--- config.mk ---
export PLATFORM = sky130hd
export DESIGN_NAME = c8core_fbuf
export DESIGN_NICKNAME = d
export VERILOG_FILES = /design/src/rtl/c8core_pkg.sv /design/src/rtl/c8core_fbuf.sv
export SDC_FILE = /design/constraint.sdc
export NUM_CORES = 2
export LEC_CHECK = 0
export ABC_AREA = 1
export BUFFER_PORTS_ARGS = -buffer_cell sky130_fd_sc_hd__buf_2
export CAP_MARGIN = 10
export CORE_MARGIN = 8
export CORE_UTILIZATION = 40
export DETAILED_ROUTE_END_ITERATION = 10
export PLACE_DENSITY_LB_ADDON = 0.25
export SLEW_MARGIN = 20
export SYNTH_ARGS = -nofsm -noshare
export SYNTH_HDL_FRONTEND = slang
export SYNTH_SLANG_ARGS = --single-unit
--- constraint.sdc ---
create_clock -name clk -period 8.7 [get_ports clk]
set_input_delay 1.74 -clock clk [delete_from_list [all_inputs] [get_ports clk]]
set_output_delay 1.74 -clock clk [all_outputs]
set_load 0.05 [all_outputs]
--- src/rtl/c8core_pkg.sv ---
// Package with the types, codes and helper functions of the interpreter core.
`timescale 1ns / 1ps

package c8core_pkg;

  localparam int DEF_SCREEN_WIDTH  = 64;
  localparam int DEF_SCREEN_HEIGHT = 32;
  localparam int DEF_MEMORY_BYTES  = 4096;

  // Widest framebuffer byte address over the supported screen sizes (128 x 64).
  localparam int FB_ADDR_W = 10;

  localparam logic [11:0] PC_RESET    = 12'h200;
  localparam logic [11:0] OP_CLS_ARG  = 12'h0E0;
  localparam logic [7:0]  PIX_MSB     = 8'h80;
  localparam logic [3:0]  VF_IDX      = 4'hF;

  localparam logic [1:0] KIND_WRITE = 2'd0;
  localparam logic [1:0] KIND_EXEC  = 2'd1;
  localparam logic [1:0] KIND_READ  = 2'd2;

  localparam logic [3:0] OP_SYS = 4'h0;
  localparam logic [3:0] OP_JP  = 4'h1;
  localparam logic [3:0] OP_LD  = 4'h6;
  localparam logic [3:0] OP_ADD = 4'h7;
  localparam logic [3:0] OP_LDI = 4'hA;
  localparam logic [3:0] OP_DRW = 4'hD;

  typedef enum logic [3:0] {
    ST_IDLE,
    ST_FETCH_LO,
    ST_EXEC,
    ST_CLEAR,
    ST_DRAW_Y,
    ST_ROW_RD,
    ST_ROW_BASE,
    ST_PIXEL,
    ST_DRAIN,
    ST_DISP,
    ST_RESULT
  } state_t;

  typedef struct packed {
    logic        en;
    logic [11:0] addr;
    logic [7:0]  data;
  } pm_wr_t;

  typedef struct packed {
    logic                 en;
    logic                 rmw;
    logic [FB_ADDR_W-1:0] addr;
    logic [7:0]           mask;
  } fb_req_t;

  typedef struct packed {
    logic busy;
    logic hit;
  } fb_stat_t;

  // Reduces a 12-bit address into a memory of m bytes, m at least a quarter of 4096.
  function automatic logic [11:0] mem_slot(input logic [11:0] a, input logic [12:0] m);
    logic [13:0] av;
    logic [13:0] m1;
    logic [13:0] m2;
    logic [13:0] m3;
    av = {2'b00, a};
    m1 = {1'b0, m};
    m2 = m1 << 1;
    m3 = m1 + m2;
    if (av >= m3) begin
      av = av - m3;
    end else if (av >= m2) begin
      av = av - m2;
    end else if (av >= m1) begin
      av = av - m1;
    end
    return av[11:0];
  endfunction

  // Remainder of a value below 512 by a modulus of 8 or more, by restoring steps.
  function automatic logic [8:0] mod_small(input logic [8:0] v, input logic [7:0] m);
    logic [14:0] r;
    logic [14:0] d;
    r = {6'b0, v};
    for (int k = 5; k >= 0; k--) begin
      d = {7'b0, m} << k;
      if (r >= d) begin
        r = r - d;
      end
    end
    return r[8:0];
  endfunction

endpackage

--- src/rtl/c8core_fbuf.sv ---
// Framebuffer memory with pixel read-modify-write, write forwarding and a clear sweep.
`timescale 1ns / 1ps

module c8core_fbuf import c8core_pkg::*; #(
  parameter int SCREEN_WIDTH  = DEF_SCREEN_WIDTH,
  parameter int SCREEN_HEIGHT = DEF_SCREEN_HEIGHT
) (
  input  logic     clk,
  input  logic     rst,
  input  fb_req_t  req,
  input  logic     clr_start,
  output fb_stat_t stat,
  output logic [7:0] rd_data
);

  localparam int FB_BYTES = (SCREEN_WIDTH * SCREEN_HEIGHT + 7) / 8;
  localparam int FB_AW    = $clog2(FB_BYTES);

  logic [7:0]       mem [FB_BYTES];
  logic [7:0]       mem_q;
  logic             clearing;
  logic [FB_AW-1:0] clr_idx;

  logic             s1_valid;
  logic             s1_rmw;
  logic [FB_AW-1:0] s1_addr;
  logic [7:0]       s1_mask;

  logic             w_valid;
  logic [FB_AW-1:0] w_addr;
  logic [7:0]       w_data;

  logic [7:0]       cur;
  logic [7:0]       new_byte;
  logic             do_wr;

  // The read issued in the same cycle as the previous write missed that write.
  assign cur      = (w_valid && (w_addr == s1_addr)) ? w_data : mem_q;
  assign new_byte = cur ^ s1_mask;
  assign do_wr    = s1_valid && s1_rmw;
  assign rd_data  = cur;
  assign stat.hit  = do_wr && ((cur & s1_mask) != 8'h00);
  assign stat.busy = clearing;

  always_ff @(posedge clk) begin
    if (rst) begin
      clearing <= 1'b1;
      clr_idx  <= '0;
      s1_valid <= 1'b0;
      w_valid  <= 1'b0;
    end else begin
      if (clr_start) begin
        clearing <= 1'b1;
        clr_idx  <= '0;
      end else if (clearing) begin
        if (clr_idx == FB_AW'(FB_BYTES - 1)) begin
          clearing <= 1'b0;
        end
        clr_idx <= clr_idx + 1'b1;
      end
      s1_valid <= req.en;
      w_valid  <= do_wr;
    end
  end

  always_ff @(posedge clk) begin
    s1_rmw  <= req.rmw;
    s1_addr <= req.addr[FB_AW-1:0];
    s1_mask <= req.mask;
    w_addr  <= s1_addr;
    w_data  <= new_byte;
  end

  always_ff @(posedge clk) begin
    if (clearing) begin
      mem[clr_idx] <= 8'h00;
    end else if (do_wr) begin
      mem[s1_addr] <= new_byte;
    end
    if (req.en) begin
      mem_q <= mem[req.addr[FB_AW-1:0]];
    end
  end

endmodule

==> results by stage <==
Synth:
- Yosys mapped a number of flops with a built-in enable equal to 2056.
- The number of distinct library cells after synthesis is 35.
- The adder-cell area share of the yosys netlist is 0.1319%.
- The share of flip-flops with an asynchronous set or reset is 0%.
- For this run, the register share of the synthesized area comes to 73.36%.
- The cell accounting for the most synthesized area is sky130_fd_sc_hd__edfxtp_1.
- In the synthesized netlist, the cells that appear most often are 2130 x sky130_fd_sc_hd__nand2_1, 2056 x sky130_fd_sc_hd__edfxtp_1, 2018 x sky130_fd_sc_hd__nand3_1.
- The simple-gate area share of the yosys netlist is 23.01%.
- Among all flip-flop cells after synthesis, the most frequent one is sky130_fd_sc_hd__edfxtp_1.
- The number of warnings issued by yosys is 0.
- Of the post-synthesis cell area, the part taken by muxes is 0%.
- The top cell type by area accounts for roughly 72% of the synthesized area.
- The most common cell in the synthesized netlist is sky130_fd_sc_hd__nand2_1.
- In the post-synthesis netlist, the biggest area contributors are sky130_fd_sc_hd__edfxtp_1 72%, sky130_fd_sc_hd__nand3_1 12%, sky130_fd_sc_hd__nand2_1 9.4%, sky130_fd_sc_hd__buf_2 1.9%, sky130_fd_sc_hd__nor2_1 1.2%.
- The cell count after synthesis is 7192.
- The synthesized netlist devotes 0.03078% of its cell area to XOR and XNOR gates.
- The register bit count reported by yosys is 2100.
- The mapped netlist covers 85360 um2.
- The compound-cell area share of the yosys netlist is 0.2639%.
- After synthesis, the largest family of logic cells by area is simple AND/OR/NAND/NOR gates.
- The synthesized area per cell is approximately 12 um2.
- The net count after synthesis is between 7000 and 8000.

STA:
- For the pin with the worst max-slew slack, the measured transition is 1.119 ns.
- The shortest clock period the worst path allows after layout is 5.261 ns.
- Setup repair after global routing left no endpoint under its margin.
- The total count of hold-check failures in the final report came to 0.
- The ratio of final minimum period to clock period is 60.47%.
- The relative slew slack is 25.43%.
- Setup total negative slack on the finished layout was measured at 0 ns.
- The final-report setup violation count is 0.
- The hold slack is 0.3614 ns.
- For this run, the top clock speed supported by timing is between 0.15 and 0.2 GHz.
- The final-report max-slew violation count came to 0.
- The setup skew after layout is 0.03116 ns.

Route:
- The number of DRC violations after detailed-routing iteration 0 is 5515.
- The detail route stage leaves a number of antenna-violating nets equal to 0.
- After detailed routing, the number of remaining DRC violations is 0.
- The via count normalized by instance count is 5.385.
- The via count of the routed design is 53906.
- The number of search-and-repair iterations in the first detailed-routing pass is 6.
- The routed design has 226800 um of wire.
- The per-cell routed wire length is 22.65 um.

Critical path:
- The data arrival time of the worst path is 3.52 ns.
- For the worst setup path, the data required time is 6.96 ns.
- The critical setup path kind is flip-flop to output port.
- Along the worst path, the maximum fanout reaches 16.
- The endpoint type of the worst setup path is an output port.
- The start of the worst register-to-register path is s1_addr[6]$_DFF_P_.
- The sort of element at the start of the critical path is a flip-flop.
- For the worst flop-to-flop path, the logic depth is 11.
- In this run the register-to-register setup slack is 4.18 ns.
- The worst register-to-register path ends at mem[197][7]$_DFFE_PP_.

Job:
- Max-cap violations in this run came to 0.

Power and ir drop:
- The worst-case vdd ir drop is between 150 and 200 uV.
- The ratio of total power to cell area is 219.3 nW/um2.
- The cell leakage power is 31.62 nW.

Clock tree:
- In this run, CTS created clock tree buffers numbering 205.
- In this run, post-CTS hold repair placed 0 buffers.
- The TritonCTS clock tree is built.
- The clock sink count is 2100.
- Once the clock tree was built, the resizer swapped 0 gates to a different size.
- The clock tree root buffer cell is sky130_fd_sc_hd__clkbuf_16.
- The longest clock path from root to sink contains 3 buffers.
- The number of setup buffers added after CTS is 0.
- The H-tree was split into 4 levels.
- The insertion delay to the later sink of the worst-skew pair is 0.86 ns.
- After clock tree synthesis, the clock-pin slew on the worst setup and hold paths is 0.06 ns.

Layout:
- In the final layout, the share of cells above drive strength 1 is 6.526%.
- Relative to the synthesized area, the layout overhead comes to 10.12%.
- The final-stage net count is 7055.

Floorplanning:
- The die covers approximately 230000 um2.
- For this design the top-level I/O count stands at 33.
- The core footprint is 212100 um2.
- The cell row count is 169.
- The die span in x is 477.9 um.
- The initial utilization of the core area, before any placement, comes to roughly two fifths.
- The die is 477.9 um tall.

Min path:
- The worst hold path terminates at w_addr[1]$_DFF_P_.
- The cell count of the worst hold path is 0.
- The launch point of the worst hold path is s1_addr[1]$_DFF_P_.
- The class of the worst hold path is flip-flop to flip-flop.

Global route:
- After global routing the overflow that remains totals 0.
- The maximum number of pins on one net before global-route repair is around 210.
- The via count of the first global-routing pass is 50992.
- The initial antenna violation count was 5.
- The global-route wire length before repair is 337300 um.
- The total routing resource utilization after global routing is 19.26%.

Place:
- The number of port buffers is 30.
- Detailed placement ended at an HPWL of 122900 um.
- The congestion estimate from routability-driven global placement came to 0.8239.

Status:
- The flow ran to the end, and the final reports show no timing, DRC or antenna violations.
-- area by class of cell --
class | instances | area [um2]
Clock inverter | 122 | 1021
Tap cell | 2821 | 3530
Clock buffer | 249 | 5378
Multi-Input combinational cell | 4528 | 20080
Antenna cell | 3 | 7.507
Timing Repair Buffer | 110 | 1028
Sequential cell | 2100 | 62620
Inverter | 78 | 326.6
Fill cell | 19139 | 118100
-- state kept, by name, indices dropped and copies added, names as in the netlist --
register and flops:
mem 2048, clr_idx 8, mem_q 8, s1_addr 8, s1_mask 8, w_addr 8
w_data 8, clearing 1, s1_rmw 1, s1_valid 1, w_valid 1
-- metrics by stage --
stage / utilization [%] / area, um2 / power, mW / cells / setup slack [ns]
floorplan: - / 85380 / 11.90 / 7192 / 1.726
CTS: 44.30 / 93960 / 20.72 / 10007 / 3.347
global route: 44.32 / 93990 / 21.20 / 10010 / 3.131
finish: 44.32 / 93990 / 20.61 / 10011 / 3.439
global placement: 41.29 / 87560 / 12.23 / 9636 / 3.571
detailed placement: 41.29 / 87560 / 12.24 / 9636 / 3.576
-- cells in the final DEF, fill, tap and decap left out, types with 26 or more instances in the layout --
cell type / instances
sky130_fd_sc_hd__edfxtp_1: 2056
sky130_fd_sc_hd__nand2_1: 2124
sky130_fd_sc_hd__clkinv_1: 55
sky130_fd_sc_hd__clkinv_2: 36
sky130_fd_sc_hd__buf_4: 62
sky130_fd_sc_hd__clkbuf_16: 207
sky130_fd_sc_hd__inv_1: 65
sky130_fd_sc_hd__nor2_1: 271
sky130_fd_sc_hd__clkbuf_1: 38
sky130_fd_sc_hd__nand3_1: 2018
sky130_fd_sc_hd__dfxtp_1: 44
sky130_fd_sc_hd__buf_2: 26
-- where the power goes --
group / leakage [nW] / internal (mW) / switching, mW
logic: 12.7 / 0.284 / 0.783
registers: 15.8 / 11.0 / 0.0115
clock network: 3.14 / 4.80 / 3.78
-- how the worst max path moves through the flow --
stage,startpoint,to
floorplan,s1_addr[6]$_DFF_P_,mem[0][0]$_DFFE_PP_
global placement,req[9],mem_q[5]$_DFFE_PP_
detailed placement,req[9],mem_q[5]$_DFFE_PP_
CTS,s1_addr[6]$_DFF_P_,stat[0]
global route,s1_addr[6]$_DFF_P_,stat[0]
finish,s1_addr[6]$_DFF_P_,stat[0]
-- worst max-delay path, stage by stage, from the launching register on --
cell	delay, ns
sky130_fd_sc_hd__dfxtp_1	0.42
sky130_fd_sc_hd__xnor2_1	0.14
sky130_fd_sc_hd__nand3_1	0.08
sky130_fd_sc_hd__a211oi_1	0.22
sky130_fd_sc_hd__nand3_1	0.16
sky130_fd_sc_hd__nor3_2	0.57
sky130_fd_sc_hd__o21ai_0	0.25
sky130_fd_sc_hd__ha_1	0.24
sky130_fd_sc_hd__nor4_1	0.27
sky130_fd_sc_hd__a21oi_1	0.10
sky130_fd_sc_hd__buf_2	0.22
-- per-layer routing --
layer  share of wire (%)  global-route usage [%]
met5                   0                       0
met4                 3.7                   7.182
met3                 6.9                   3.246
met2                  46                   30.42
met1                  43                   26.85
-- kinds of logic after synthesis --
| family | count (synthesis) |
|---|---|
| buf+inv | 564 |
| xor+xnor | 3 |
| flops | 2100 |
| fa+ha+maj | 9 |
| compound gates | 32 |
| simple gates | 4484 |
Power figures use the tool's default switching activity.
